[config.mk]
export PLATFORM = sky130hd
export DESIGN_NAME = integer_to_text_formatter
export DESIGN_NICKNAME = d
export VERILOG_FILES = /design/src/sv/itf_pkg.sv /design/src/sv/integer_to_text_formatter.sv
export SDC_FILE = /design/constraint.sdc
export NUM_CORES = 1
export LEC_CHECK = 0
export ABC_CLOCK_PERIOD_IN_PS = 8650
export BUFFER_PORTS_ARGS = -buffer_cell sky130_fd_sc_hd__clkbuf_2
export CAP_MARGIN = 0
export CORE_UTILIZATION = 45
export CTS_BUF_LIST = sky130_fd_sc_hd__clkbuf_8
export CTS_CLUSTER_SIZE = 16
export DETAILED_ROUTE_END_ITERATION = 12
export GPL_TIMING_DRIVEN = 0
export PLACE_DENSITY = 0.68
export SLEW_MARGIN = 20
export SYNTH_ARGS = -nofsm -noshare
export SYNTH_HDL_FRONTEND = slang
export SYNTH_SLANG_ARGS = --single-unit
export TNS_END_PERCENT = 20
[constraint.sdc]
create_clock -name i_clk -period 8.65 [get_ports i_clk]
set_clock_uncertainty 0.2 [all_clocks]
set_input_delay 0.865 -clock i_clk [delete_from_list [all_inputs] [get_ports i_clk]]
set_output_delay 0.865 -clock i_clk [all_outputs]
set_load 0.02 [all_outputs]
[src/sv/itf_pkg.sv]
`timescale 1ns / 1ps

package itf_pkg;

    localparam int VALUE_BITS_DEF = 32;
    localparam int MAX_FIELD_DEF  = 63;

    localparam int BASE_W  = 6;
    localparam int WIDTH_W = 6;
    localparam int PREC_W  = 6;
    localparam int FLAG_W  = 7;
    localparam int CHAR_W  = 8;
    localparam int DIGIT_W = 6;
    localparam int LEN_W   = 8;
    localparam int POS_W   = 6;

    localparam int FL_LEFT   = 0;
    localparam int FL_PLUS   = 1;
    localparam int FL_SPACE  = 2;
    localparam int FL_PREFIX = 3;
    localparam int FL_ZERO   = 4;
    localparam int FL_SIGNED = 5;
    localparam int FL_LOWER  = 6;

    localparam logic [BASE_W-1:0] BASE_MIN = 6'd2;
    localparam logic [BASE_W-1:0] BASE_MAX = 6'd36;
    localparam logic [BASE_W-1:0] BASE_OCT = 6'd8;
    localparam logic [BASE_W-1:0] BASE_HEX = 6'd16;

    localparam logic [CHAR_W-1:0] CH_NUL   = 8'h00;
    localparam logic [CHAR_W-1:0] CH_SPACE = 8'h20;
    localparam logic [CHAR_W-1:0] CH_PLUS  = 8'h2B;
    localparam logic [CHAR_W-1:0] CH_MINUS = 8'h2D;
    localparam logic [CHAR_W-1:0] CH_ZERO  = 8'h30;
    localparam logic [CHAR_W-1:0] CH_A_UP  = 8'h41;
    localparam logic [CHAR_W-1:0] CH_X_UP  = 8'h58;
    localparam logic [CHAR_W-1:0] CH_A_LO  = 8'h61;
    localparam logic [CHAR_W-1:0] CH_X_LO  = 8'h78;

    function automatic logic [CHAR_W-1:0] digit_char(input logic [DIGIT_W-1:0] d,
                                                      input logic lower);
        logic [CHAR_W-1:0] base_ch;
        base_ch = lower ? CH_A_LO : CH_A_UP;
        if (d < 6'd10) begin
            return CH_ZERO + {2'b00, d};
        end else begin
            return base_ch + {2'b00, d} - 8'd10;
        end
    endfunction

endpackage

[src/sv/integer_to_text_formatter.sv]
`timescale 1ns / 1ps

// Formats one integer printf style and sends the field one character per result. Each
// digit comes from a shift-subtract divider that retires one quotient bit per cycle; after
// the last digit the states S_SIZE and S_BOUNDS lay out the field, and then one character
// leaves per cycle while the output is not stalled. A bad radix yields a single error
// result instead of a field. The input is stalled for the whole item, but the next
// request is taken while the final character still waits at the output.
module integer_to_text_formatter #(
    parameter int VALUE_BITS = itf_pkg::VALUE_BITS_DEF,
    parameter int MAX_FIELD  = itf_pkg::MAX_FIELD_DEF
) (
    input  logic                        i_clk,
    input  logic                        i_rst_n,
    input  logic                        i_in_valid,
    output logic                        o_in_stall,
    input  logic [VALUE_BITS-1:0]       i_value,
    input  logic [itf_pkg::BASE_W-1:0]  i_base,
    input  logic [itf_pkg::WIDTH_W-1:0] i_width,
    input  logic [itf_pkg::PREC_W-1:0]  i_precision,
    input  logic [itf_pkg::FLAG_W-1:0]  i_format_flags,
    output logic                        o_out_valid,
    input  logic                        i_out_stall,
    output logic [itf_pkg::CHAR_W-1:0]  o_char_out,
    output logic                        o_last,
    output logic                        o_bad_base
);
    import itf_pkg::*;

    localparam int CNT_W = $clog2(VALUE_BITS);
    localparam int ND_W  = $clog2(VALUE_BITS + 1);

    typedef enum logic [2:0] {
        S_IDLE,
        S_DIV,
        S_SIZE,
        S_BOUNDS,
        S_EMIT,
        S_ERR
    } t_state;

    t_state              r_state;
    logic [VALUE_BITS-1:0] r_quo;
    logic [DIGIT_W-1:0]  r_rem;
    logic [CNT_W-1:0]    r_cnt;
    logic [BASE_W-1:0]   r_base;
    logic [WIDTH_W-1:0]  r_width;
    logic [PREC_W-1:0]   r_prec;
    logic                r_left;
    logic                r_zero;
    logic                r_lower;
    logic                r_has_sign;
    logic [CHAR_W-1:0]   r_sign_ch;
    logic [1:0]          r_pre_len;
    logic [ND_W-1:0]     r_nd;
    logic [DIGIT_W-1:0]  r_stack [VALUE_BITS];
    logic [LEN_W-1:0]    r_pad;
    logic [LEN_W-1:0]    r_pz;
    logic [LEN_W-1:0]    r_b1, r_b2, r_b3, r_b5, r_b6;
    logic [POS_W-1:0]    r_len;
    logic [POS_W-1:0]    r_pos;
    logic                r_out_valid;
    logic [CHAR_W-1:0]   r_out_char;
    logic                r_out_last;
    logic                r_out_bad;

    logic                  w_in_acc;
    logic                  w_out_free;
    logic                  w_neg;
    logic [VALUE_BITS-1:0] w_mag;
    logic                  w_bad;
    logic [1:0]            w_pre_len;
    logic [DIGIT_W:0]      n_trial;
    logic                  w_ge;
    logic [DIGIT_W-1:0]    n_rem;
    logic [VALUE_BITS-1:0] n_quo;
    logic [LEN_W-1:0]      w_pe;
    logic [LEN_W-1:0]      w_used;
    logic [LEN_W-1:0]      w_pad;
    logic [LEN_W-1:0]      w_b1, w_b2, w_b3, w_b4, w_b5, w_b6, w_b7;
    logic [POS_W-1:0]      w_len;
    logic [LEN_W-1:0]      w_p;
    logic [CHAR_W-1:0]     w_ch;
    logic                  w_pop;
    logic                  w_is_last;

    assign w_in_acc   = i_in_valid && (r_state == S_IDLE);
    assign w_out_free = !r_out_valid || !i_out_stall;

    assign w_neg = i_format_flags[FL_SIGNED] && i_value[VALUE_BITS-1];
    assign w_mag = w_neg ? (~i_value + VALUE_BITS'(1)) : i_value;
    assign w_bad = (i_base < BASE_MIN) || (i_base > BASE_MAX);

    always_comb begin
        w_pre_len = 2'd0;
        if (i_format_flags[FL_PREFIX]) begin
            if (i_base == BASE_HEX) begin
                w_pre_len = 2'd2;
            end else if (i_base == BASE_OCT) begin
                w_pre_len = 2'd1;
            end
        end
    end

    assign n_trial = {r_rem, r_quo[VALUE_BITS-1]};
    assign w_ge    = n_trial >= {1'b0, r_base};
    assign n_rem   = w_ge ? DIGIT_W'(n_trial - {1'b0, r_base}) : n_trial[DIGIT_W-1:0];
    assign n_quo   = {r_quo[VALUE_BITS-2:0], w_ge};

    assign w_pe   = (LEN_W'(r_prec) > LEN_W'(r_nd)) ? LEN_W'(r_prec) : LEN_W'(r_nd);
    assign w_used = w_pe + LEN_W'(r_has_sign) + LEN_W'(r_pre_len);
    assign w_pad  = (LEN_W'(r_width) > w_used) ? (LEN_W'(r_width) - w_used) : '0;

    assign w_b1 = (!r_left && !r_zero) ? r_pad : '0;
    assign w_b2 = w_b1 + LEN_W'(r_has_sign);
    assign w_b3 = w_b2 + LEN_W'(r_pre_len);
    assign w_b4 = w_b3 + (r_zero ? r_pad : '0);
    assign w_b5 = w_b4 + r_pz;
    assign w_b6 = w_b5 + LEN_W'(r_nd);
    assign w_b7 = w_b6 + (r_left ? r_pad : '0);
    assign w_len = (w_b7 > LEN_W'(MAX_FIELD)) ? POS_W'(MAX_FIELD) : w_b7[POS_W-1:0];

    assign w_p       = LEN_W'(r_pos);
    assign w_is_last = (r_pos == (r_len - POS_W'(1)));

    always_comb begin
        w_pop = 1'b0;
        if (w_p < r_b1) begin
            w_ch = CH_SPACE;
        end else if (w_p < r_b2) begin
            w_ch = r_sign_ch;
        end else if (w_p < r_b3) begin
            w_ch = (w_p == r_b2) ? CH_ZERO : (r_lower ? CH_X_LO : CH_X_UP);
        end else if (w_p < r_b5) begin
            w_ch = CH_ZERO;
        end else if (w_p < r_b6) begin
            w_ch  = digit_char(r_stack[0], r_lower);
            w_pop = 1'b1;
        end else begin
            w_ch = CH_SPACE;
        end
    end

    always_ff @(posedge i_clk) begin
        if (!i_rst_n) begin
            r_state     <= S_IDLE;
            r_out_valid <= 1'b0;
        end else begin
            if (r_out_valid && !i_out_stall && (r_state != S_EMIT) && (r_state != S_ERR)) begin
                r_out_valid <= 1'b0;
            end
            case (r_state)
                S_IDLE: begin
                    if (w_in_acc) begin
                        r_quo      <= w_mag;
                        r_rem      <= '0;
                        r_cnt      <= CNT_W'(VALUE_BITS - 1);
                        r_nd       <= '0;
                        r_base     <= i_base;
                        r_width    <= i_width;
                        r_prec     <= i_precision;
                        r_left     <= i_format_flags[FL_LEFT];
                        r_zero     <= i_format_flags[FL_ZERO] && !i_format_flags[FL_LEFT];
                        r_lower    <= i_format_flags[FL_LOWER];
                        r_pre_len  <= w_pre_len;
                        r_has_sign <= w_neg || i_format_flags[FL_PLUS]
                                      || i_format_flags[FL_SPACE];
                        if (w_neg) begin
                            r_sign_ch <= CH_MINUS;
                        end else if (i_format_flags[FL_PLUS]) begin
                            r_sign_ch <= CH_PLUS;
                        end else begin
                            r_sign_ch <= CH_SPACE;
                        end
                        r_state <= w_bad ? S_ERR : S_DIV;
                    end
                end
                S_DIV: begin
                    r_quo <= n_quo;
                    if (r_cnt == '0) begin
                        r_stack[0] <= n_rem;
                        for (int i = 1; i < VALUE_BITS; i++) begin
                            r_stack[i] <= r_stack[i-1];
                        end
                        r_nd  <= r_nd + ND_W'(1);
                        r_rem <= '0;
                        r_cnt <= CNT_W'(VALUE_BITS - 1);
                        if (n_quo == '0) begin
                            r_state <= S_SIZE;
                        end
                    end else begin
                        r_rem <= n_rem;
                        r_cnt <= r_cnt - CNT_W'(1);
                    end
                end
                S_SIZE: begin
                    r_pad   <= w_pad;
                    r_pz    <= w_pe - LEN_W'(r_nd);
                    r_state <= S_BOUNDS;
                end
                S_BOUNDS: begin
                    r_b1    <= w_b1;
                    r_b2    <= w_b2;
                    r_b3    <= w_b3;
                    r_b5    <= w_b5;
                    r_b6    <= w_b6;
                    r_len   <= w_len;
                    r_pos   <= '0;
                    r_state <= S_EMIT;
                end
                S_EMIT: begin
                    if (w_out_free) begin
                        r_out_valid <= 1'b1;
                        r_out_char  <= w_ch;
                        r_out_last  <= w_is_last;
                        r_out_bad   <= 1'b0;
                        r_pos       <= r_pos + POS_W'(1);
                        if (w_pop) begin
                            for (int i = 0; i < VALUE_BITS - 1; i++) begin
                                r_stack[i] <= r_stack[i+1];
                            end
                        end
                        if (w_is_last) begin
                            r_state <= S_IDLE;
                        end
                    end
                end
                S_ERR: begin
                    if (w_out_free) begin
                        r_out_valid <= 1'b1;
                        r_out_char  <= CH_NUL;
                        r_out_last  <= 1'b1;
                        r_out_bad   <= 1'b1;
                        r_state     <= S_IDLE;
                    end
                end
                default: begin
                    r_state <= S_IDLE;
                end
            endcase
        end
    end

    assign o_in_stall  = (r_state != S_IDLE);
    assign o_out_valid = r_out_valid;
    assign o_char_out  = r_out_char;
    assign o_last      = r_out_last;
    assign o_bad_base  = r_out_bad;

    a_bad_is_last: assert property (@(posedge i_clk) disable iff (!i_rst_n)
        (o_out_valid && o_bad_base) |-> o_last)
        else $error("error result without last");

    a_busy_after_request: assert property (@(posedge i_clk) disable iff (!i_rst_n)
        (i_in_valid && !o_in_stall) |=> o_in_stall)
        else $error("request accepted but block not busy");

    a_digit_count: assert property (@(posedge i_clk) disable iff (!i_rst_n)
        (r_state == S_SIZE) |-> ((r_nd != '0) && (32'(r_nd) <= VALUE_BITS)))
        else $error("digit count out of range");

    a_midfield_in_emit: assert property (@(posedge i_clk) disable iff (!i_rst_n)
        (r_out_valid && !r_out_last) |-> (r_state == S_EMIT))
        else $error("field character pending outside emission");

endmodule
==> results.yml, run 1 <==
outcome:
  status: "finished clean"
synthesis:
  ys_ff_latch: 349
  synth-adder-area-share_pct: 7.89
  synthCells: 1593
  synth-xor-area-share_pct: 4.63
  yosys-top-cells-area: "edfxtp_1, nand2_1, mux2_1"
  ys_types: 75
  synth_edf_count: 345
  muxShareOfSynthArea_pct: 6.99
  syn-cell-area_um2: 18400
  synthTopCellsByCount: "edfxtp_1, nand2_1, inv_1"
  yosys_warnings: 0
  synth_top_family_by_area: "simple AND/OR/NAND/NOR gates"
  synth_top_area_share_pct: 56.2
  yosysMostFrequentCell: "edfxtp_1"
  yosysSeqAreaShare_pct: 56.6
  synth_compound_area_share_pct: 6.25
  yosysTopAreaCell: "edfxtp_1"
  synth_fp_nets: 1760
  synth-async-reset-ratio_pct: 0
  ys.flop_type: "edfxtp_1"
  synthSimpleGateAreaFrac_pct: 13.9
  syn_area_per_cell_um2: 11.6
cells_and_area:
  diodes: 0
  fillers: 3476
  fin_nets: 1893
  area_growth_pct: 11.5
  final_layout_size_suffix_gt1_share_pct: 10.3
  finalNonFillerCells: 2295
  final_util_pct: 51.3
drt:
  via_count: 11799
  detail-route-antenna-nets: 0
  via_per_inst: 5.14
  wl_per_cell_um: 16.1
  post-route-drc-count: 0
  drt-total-wl_um: 36900
  drt_pass1_iterations: 7
  drt-initial-drc-count: 707
place:
  hpwl_um: 27300
  placed_cells: 2194
  io_buffers: 71
  gp_congestion: 0.870
pwr:
  seqPwrFrac_pct: 46.1
  power_mw: 4.60
  power_density_nw_per_um2: 224
  internal_power_mw: 3.15
  net-switching-power_mw: 1.46
  comb_power_share_pct: 26.7
  clockPowerShare_pct: 27.2
  cellLeakagePower_nw: 7.79
  max-vdd-ir-drop_v: 0.000109
  switching_share_pct: 31.6
floorplan:
  die_x_um: 204
  die_area_um2: 41800
  io_pins: 73
  coreArea_um2: 40100
  rows: 73
  die_h_um: 204
  start_util_pct: 46.0
sta:
  max_freq_mhz: 152
  setup_viol: 0
  fin_crit_sh_pct: 75.9
  hold_viol: 0
  fin_tns_setup_ns: 0
  slew_headroom_pct: 39.9
  finalCriticalPeriod_ns: 6.57
  tightest_slew_ns: 0.901
  maxSlewViolCount: 0
  rsz0062_at_grt: "false"
global_routing:
  grt_pass1_vias: 11819
  grt_overflow: 0
  antenna_found_initial: 2
  grt_usage_pct: 18.3
  grt_pass1_wl_um: 60800
  grt_max_degree: 60
worst_setup_path:
  critPathMaxStageDelay_ns: 0.52
  cp_data_required_time_ns: 8.79
  start_kind: "flop"
  criticalPathCategory: "reg -> reg"
  cp_top_family: "adder cells"
  crit_arrival_ns: 6.71
  slowest_stage: "edfxtp_1"
  cp.buffers_inverters: 4
  cp_common_cell: "ha_1"
  end_kind: "flop"
  crit_path_max_fanout: 10
clock_tree:
  cts_setup_buffers: 0
  cts_max_path_buffers: 3
  ctsHoldBuffers: 0
  cts.clk_slew.worst_paths_ns: 0.06
  cts_tree: "done"
  cts-buffers-inserted: 55
  h-tree-depth: 2
  clkLatencyLatePin_ns: 0.61
  root_buffer: "clkbuf_8"
  clock-sinks: 349
  cts_resized: 0
run:
  maxCapViolations: 0
hold_path:
  hp-class: "in -> reg"
[final cells by class]
class | count | area (um^2) | share of cell area [%]
sequential | 349 | 10400 | 50.8
multi-input combinational | 1074 | 7330 | 35.6
clock buffer | 56 | 771 | 3.75
tap | 525 | 657 | 3.19
timing repair buffer | 76 | 478 | 2.32
inverter | 118 | 443 | 2.15
buffer | 52 | 239 | 1.16
clock inverter | 45 | 208 | 1.01
[power groups by stage]
stage | sequential (mW) | clock (mW) | combinational (mW)
2_1_floorplan | 2.14 | 0 | 0.914
3_3_place_gp | 2.16 | 0 | 1.18
3_5_place_dp | 2.16 | 0 | 1.23
4_1_cts | 2.12 | 1.29 | 1.24
5_1_grt | 2.13 | 1.37 | 1.40
6_report | 2.12 | 1.25 | 1.23
[layout by cell type, fill, tap and decap left out, drive strengths merged, types with 23 or more instances in the layout]
master / n
edfxtp: 345
xor2: 30
nand3: 27
o21ai: 66
clkbuf: 161
buf: 23
xnor2: 63
and2: 24
ha: 89
nor2: 78
inv: 140
nand2: 334
mux2: 107
a21oi: 55
[stage by stage]
stage / setup WS (ns) / cell area [um^2] / hold WS, ns
floorplan: 0.923 / 18400 / 0.226
global placement: -1.31 / 19400 / 0.230
detailed placement: 2.10 / 19600 / 0.236
CTS: 2.09 / 20600 / 0.198
global route: 1.70 / 20600 / 0.187
finish: 2.08 / 20600 / 0.232
[worst paths after layout]
path / from / cells after the start / slack (ns) / endpoint
worst min-delay path: i_format_flags[6] / 1 / 0.23 / r_lower$_DFFE_PP_
worst max register to register: r_left$_DFFE_PP_ / 25 / 2.08 / r_len[1]$_SDFFCE_PN1P_
worst min register to register: r_stack[1][84]$_DFFE_PP_ / 0 / 0.25 / r_stack[1][90]$_DFFE_PP_
worst max-delay path: r_left$_DFFE_PP_ / 25 / 2.08 / r_len[1]$_SDFFCE_PN1P_
[cell families (layout without fill, tap and decap cells)]
family | after synthesis | after routing
other | 1 | 1
buffers and inverters | 170 | 347
and+or+nand+nor | 566 | 566
adders and majority gates | 106 | 106
muxes | 115 | 115
AOI/OAI and AO/OA | 192 | 192
xor gates and xnor gates | 94 | 94
DFF | 349 | 349
[registers in the layout (all words and copies together), names as in the netlist, 6 cells and up]
| name | flops |
|---|---|
| o_char_out | 8 |
| r_stack | 192 |
| r_quo | 32 |
| r_rem | 6 |
| r_width | 6 |
| r_b1 | 8 |
| r_nd | 6 |
| r_b3 | 8 |
| r_pad | 8 |
| r_b6 | 8 |
| r_len | 6 |
| r_b5 | 8 |
| r_pz | 7 |
| r_pos | 6 |
| r_base | 6 |
| r_b2 | 8 |
| r_prec | 6 |
[layer usage]
| layer | vias to the layer above | GRT usage, % | wire (um) |
|---|---|---|---|
| li1 | 5874 | - | - |
| met1 | 5602 | 26.0 | 18000 |
| met2 | 258 | 28.2 | 16200 |
| met3 | 61 | 3.79 | 2000 |
| met4 | 4 | 5.65 | 696 |
| met5 | - | 0 | 28 |
Note: power is estimated with default switching activity, not from simulation.
==> inputs of run 2 (changes only) <==
ABC_CLOCK_PERIOD_IN_PS = 6300   (was 8650)
clock period = 6.3 ns   (was 8.65 ns; I/O delays follow)
==> results.yml, run 2 (same netlist as run 1, synthesis figures left out) <==
outcome:
  status: "finished clean"
pwr:
  power_mw: 6.53
  max-vdd-ir-drop_v: 0.000183
  cellLeakagePower_nw: 7.92
  power_density_nw_per_um2: 312
cells_and_area:
  diodes: 0
  fin_nets: 1913
  final_cell_mix: "edfxtp_1, nand2_1, inv_1, mux2_1, ha_1"
  finalNonFillerCells: 2313
  final_area_um2: 20900
  final_util_pct: 52.2
  top_register: "r_stack"
  area_growth_pct: 13.5
  final_common_cell: "edfxtp_1"
  largest_register_ffs: 192
  biggestRegsByFlops: "r_stack (192), r_quo (32)"
  final_layout_size_suffix_gt1_share_pct: 12.4
place:
  placed_cells: 2194
  post_dp_cell_area_um2: 19600
  io_buffers: 71
  gp_congestion: 0.864
  dp_slack_ns: -0.241
  hpwl_um: 26800
worst_setup_path:
  slowest_stage: "fa_1"
  r2r_cells: 26
  cp_top_family: "adder cells"
  crit_arrival_ns: 6.15
  critPathLaunch: "r_zero$_DFFE_PP_"
  cp_data_required_time_ns: 6.44
  criticalPathCategory: "reg -> reg"
  critPathMaxStageDelay_ns: 0.55
  timing.rr.start: "r_zero$_DFFE_PP_"
  worstReg2RegEnd: "r_len[4]$_SDFFCE_PN1P_"
  start_kind: "flop"
  cp.buffers_inverters: 6
  end_kind: "flop"
  crit_path_max_fanout: 10
  r2r_slack_ns: 0.29
hold_path:
  min_from: "i_base[0]"
  holdPathStages: 1
  whs_endpoint: "r_base[0]$_DFFE_PP_"
  hp-class: "in -> reg"
sta:
  fin_tns_setup_ns: 0
  hold_viol: 0
  fin_ws_ns: 0.290
  max_freq_mhz: 166
  tightest_slew_ns: 0.918
  setup_viol: 0
  holdWs_ns: 0.0450
  fin_crit_sh_pct: 95.4
  slew_headroom_pct: 38.8
  finalCriticalPeriod_ns: 6.01
  maxSlewViolCount: 0
clock_tree:
  cts-buffers-inserted: 56
  root_buffer: "clkbuf_8"
  clock-sinks: 349
  cts.clk_slew.worst_paths_ns: 0.07
  cts_max_path_buffers: 3
  clkLatencyLatePin_ns: 0.61
  h-tree-depth: 2
  cts_tree: "done"
drt:
  via_count: 11899
  post-route-drc-count: 0
  detail-route-antenna-nets: 0
  drt-total-wl_um: 37200
  via_per_inst: 5.14
  drt_pass1_iterations: 5
  drt-initial-drc-count: 712
  wl_per_cell_um: 16.1
run:
  maxCapViolations: 0
floorplan:
  die_x_um: 204
  die_h_um: 204
  coreArea_um2: 40100
  io_pins: 73
  die_area_um2: 41800
  start_util_pct: 46.0
  rows: 73
global_routing:
  grt_usage_pct: 18.2
  grt_max_degree: 60
  grt_overflow: 0
  grt_pass1_vias: 11839
  antenna_found_initial: 3
  grt_pass1_wl_um: 60500
## run 2: area by class of cell
type	count	area, um^2
Tap cell	525	657
Inverter	118	443
Multi-Input combinational cell	1074	7450
Timing Repair Buffer	95	663
Fill cell	3472	19200
Clock inverter	44	254
Buffer	52	241
Sequential cell	349	10400
Clock buffer	56	771
## run 2: metal layers
metal | vias to the layer above | wire (um) | GRT usage [%]
met5 | - | 46 | 0
met4 | 6 | 722 | 5.38
met3 | 62 | 2080 | 3.94
met2 | 255 | 16200 | 28.1
met1 | 5672 | 18200 | 25.8
li1 | 5904 | - | -
## run 2: worst max path at each step
stage | endpoint | depth (start not counted) | slack, ns
6_report | r_len[4]$_SDFFCE_PN1P_ | 26 | 0.29
3_3_place_gp | r_stack[0][10]$_DFFE_PP_ | 12 | -0.60
5_1_grt | r_len[4]$_SDFFCE_PN1P_ | 26 | -0.04
2_1_floorplan | r_len[4]$_SDFFCE_PN1P_ | 25 | 0.60
4_1_cts | r_len[2]$_SDFFCE_PN1P_ | 24 | 0.003
3_5_place_dp | r_len[4]$_SDFFCE_PN1P_ | 25 | -0.24
## run 2: where the power goes
part / total [mW] / switching, mW / leakage (nW) / internal, mW
logic: 1.80 / 1.06 / 4.45 / 0.739
clock network: 1.82 / 0.900 / 0.597 / 0.916
registers: 2.91 / 0.0954 / 2.87 / 2.82
## run 2: what timing repair did
action / 4_1_cts / 5_1_grt
setup endpoints to repair: 6 / 6
pin swaps: 2 / 6
resized for setup: 5 / 25
endpoints found under the hold margin: 14 / 0
setup buffers: 1 / 4
hold buffers: 14 / 0
==> inputs of run 3 (changes only) <==
CORE_UTILIZATION = 33   (was 45)
PLACE_DENSITY = 0.55   (was 0.68)
==> results.yml, run 3 (same netlist as run 1, synthesis figures left out) <==
hold_path:
  hp-class: "in -> reg"
place:
  gp_congestion: 0.835
  hpwl_um: 28700
  dp_slack_ns: -0.269
  io_buffers: 71
worst_setup_path:
  cp_data_required_time_ns: 6.49
  end_kind: "flop"
  timing.rr.start: "r_zero$_DFFE_PP_"
  critPathMaxStageDelay_ns: 0.51
  r2r_cells: 25
  crit_path_max_fanout: 10
  worstReg2RegEnd: "r_len[2]$_SDFFCE_PN1P_"
  criticalPathCategory: "reg -> reg"
  critPathLaunch: "r_zero$_DFFE_PP_"
  endpoint: "r_len[2]$_SDFFCE_PN1P_"
  start_kind: "flop"
  slowest_stage: "fa_1"
  crit_arrival_ns: 6.27
  r2r_slack_ns: 0.22
pwr:
  cellLeakagePower_nw: 8.02
  power_density_nw_per_um2: 316
  power_mw: 6.77
  max-vdd-ir-drop_v: 0.000161
drt:
  via_count: 11984
  wl_per_cell_um: 15.3
  detail-route-antenna-nets: 0
  post-route-drc-count: 0
  via_per_inst: 4.69
  drt-initial-drc-count: 740
  drt_pass1_iterations: 4
  drt-total-wl_um: 39200
floorplan:
  rows: 86
  coreArea_um2: 55200
  die_h_um: 238
  start_util_pct: 33.4
  io_pins: 73
  die_x_um: 238
  die_area_um2: 56800
sta:
  holdWs_ns: 0.0617
  maxSlewViolCount: 0
  fin_ws_ns: 0.219
  fin_tns_setup_ns: 0
  fin_crit_sh_pct: 96.5
  max_freq_mhz: 164
  hold_viol: 0
  slew_headroom_pct: 39.4
  finalCriticalPeriod_ns: 6.08
  setup_viol: 0
  tightest_slew_ns: 0.909
cells_and_area:
  final_layout_size_suffix_gt1_share_pct: 12.5
  fillers: 5404
  final_cell_mix: "edfxtp_1, nand2_1, inv_1, mux2_1, ha_1"
  top_register: "r_stack"
  final_common_cell: "edfxtp_1"
  area_growth_pct: 16.3
  seqCellArea_um2: 10400
  fin_nets: 1923
  final_util_pct: 38.8
  multi_input_area_um2: 7490
  biggestRegsByFlops: "r_stack (192), r_quo (32)"
  largest_register_ffs: 192
clock_tree:
  cts-buffers-inserted: 61
  cts_tree: "done"
  cts.clk_slew.worst_paths_ns: 0.06
  clkLatencyLatePin_ns: 0.66
  clock-sinks: 349
  root_buffer: "clkbuf_8"
  h-tree-depth: 2
  cts_max_path_buffers: 3
global_routing:
  grt_pass1_vias: 12048
  antenna_found_initial: 1
  grt_pass1_wl_um: 63300
  grt_overflow: 0
  grt_usage_pct: 14.0
  grt_max_degree: 61
outcome:
  status: "finished clean"
run:
  maxCapViolations: 0
==> run 3: cell types whose count changed in the layout (fill, tap and decap cells not counted), sizes merged <==
cell,delta
dlygate4sd3,+6
diode,+2
clkbuf,+6
clkinv,+5
bufinv,+2
buf,-2
inv,+2
==> run 3: through the flow <==
step	instance area, um^2	cells
floorplan	18400	1593
finish	21400	2557
global route	21400	2556
CTS	21300	2552
detailed placement	19900	2417
global placement	19700	2412
==> run 3: worst min path at each step <==
stage	startpoint	to	cells past startpoint
detailed placement	r_stack[1][88]$_DFFE_PP_	r_stack[1][94]$_DFFE_PP_	0
global placement	r_stack[1][87]$_DFFE_PP_	r_stack[1][93]$_DFFE_PP_	0
global route	i_out_stall	o_out_valid$_SDFF_PN0_	3
finish	i_out_stall	o_out_valid$_SDFF_PN0_	3
CTS	i_out_stall	o_out_valid$_SDFF_PN0_	3
floorplan	r_stack[1][84]$_DFFE_PP_	r_stack[1][90]$_DFFE_PP_	0
==> run 3: power breakdown <==
group / total, mW / internal, mW / switching [mW]
Combinational: 1.82 / 0.742 / 1.08
Clock: 2.03 / 1.08 / 0.957
Sequential: 2.91 / 2.82 / 0.0969
Total: 6.77 / 4.64 / 2.13
==> run 3: worst max-delay path, delay by kind of cell (launching register included) <==
| kind | cells | cell delay [ns] |
|---|---|---|
| compound gates | 5 | 1.39 |
| xor+xnor | 5 | 0.88 |
| flops | 1 | 0.36 |
| fa+ha+maj | 6 | 1.80 |
| simple gates | 5 | 0.61 |
| buf+inv | 4 | 0.55 |
==> run 3: area by class of cell <==
class	instances	area share (%)
clock buffers	61	3.92
flip-flops and latches	349	48.7
repair buffers	100	3.27
diodes	2	0.0233
well taps	748	4.36
plain buffers	52	1.13
inverters	118	2.07
multi-input cells	1074	34.9
clock inverters	53	1.62
==> run 3: what timing repair did <==
action / in CTS / in global routing
hold buffers: 20 / 0
gates resized for setup: 6 / 27
setup endpoints to repair: 6 / 6
hold endpoints to repair: 20 / 0
buffers inserted: 1 / 3
pin swaps: 0 / 7
==> run 3: layer usage <==
metal | vias to the layer above | GRT usage, % | share of wire [%]
met4 | 0 | 4.39 | 2.1
met2 | 229 | 21.4 | 43
met1 | 5747 | 19.9 | 50
met5 | - | 0 | 0
li1 | 5946 | - | -
met3 | 62 | 2.72 | 4.8
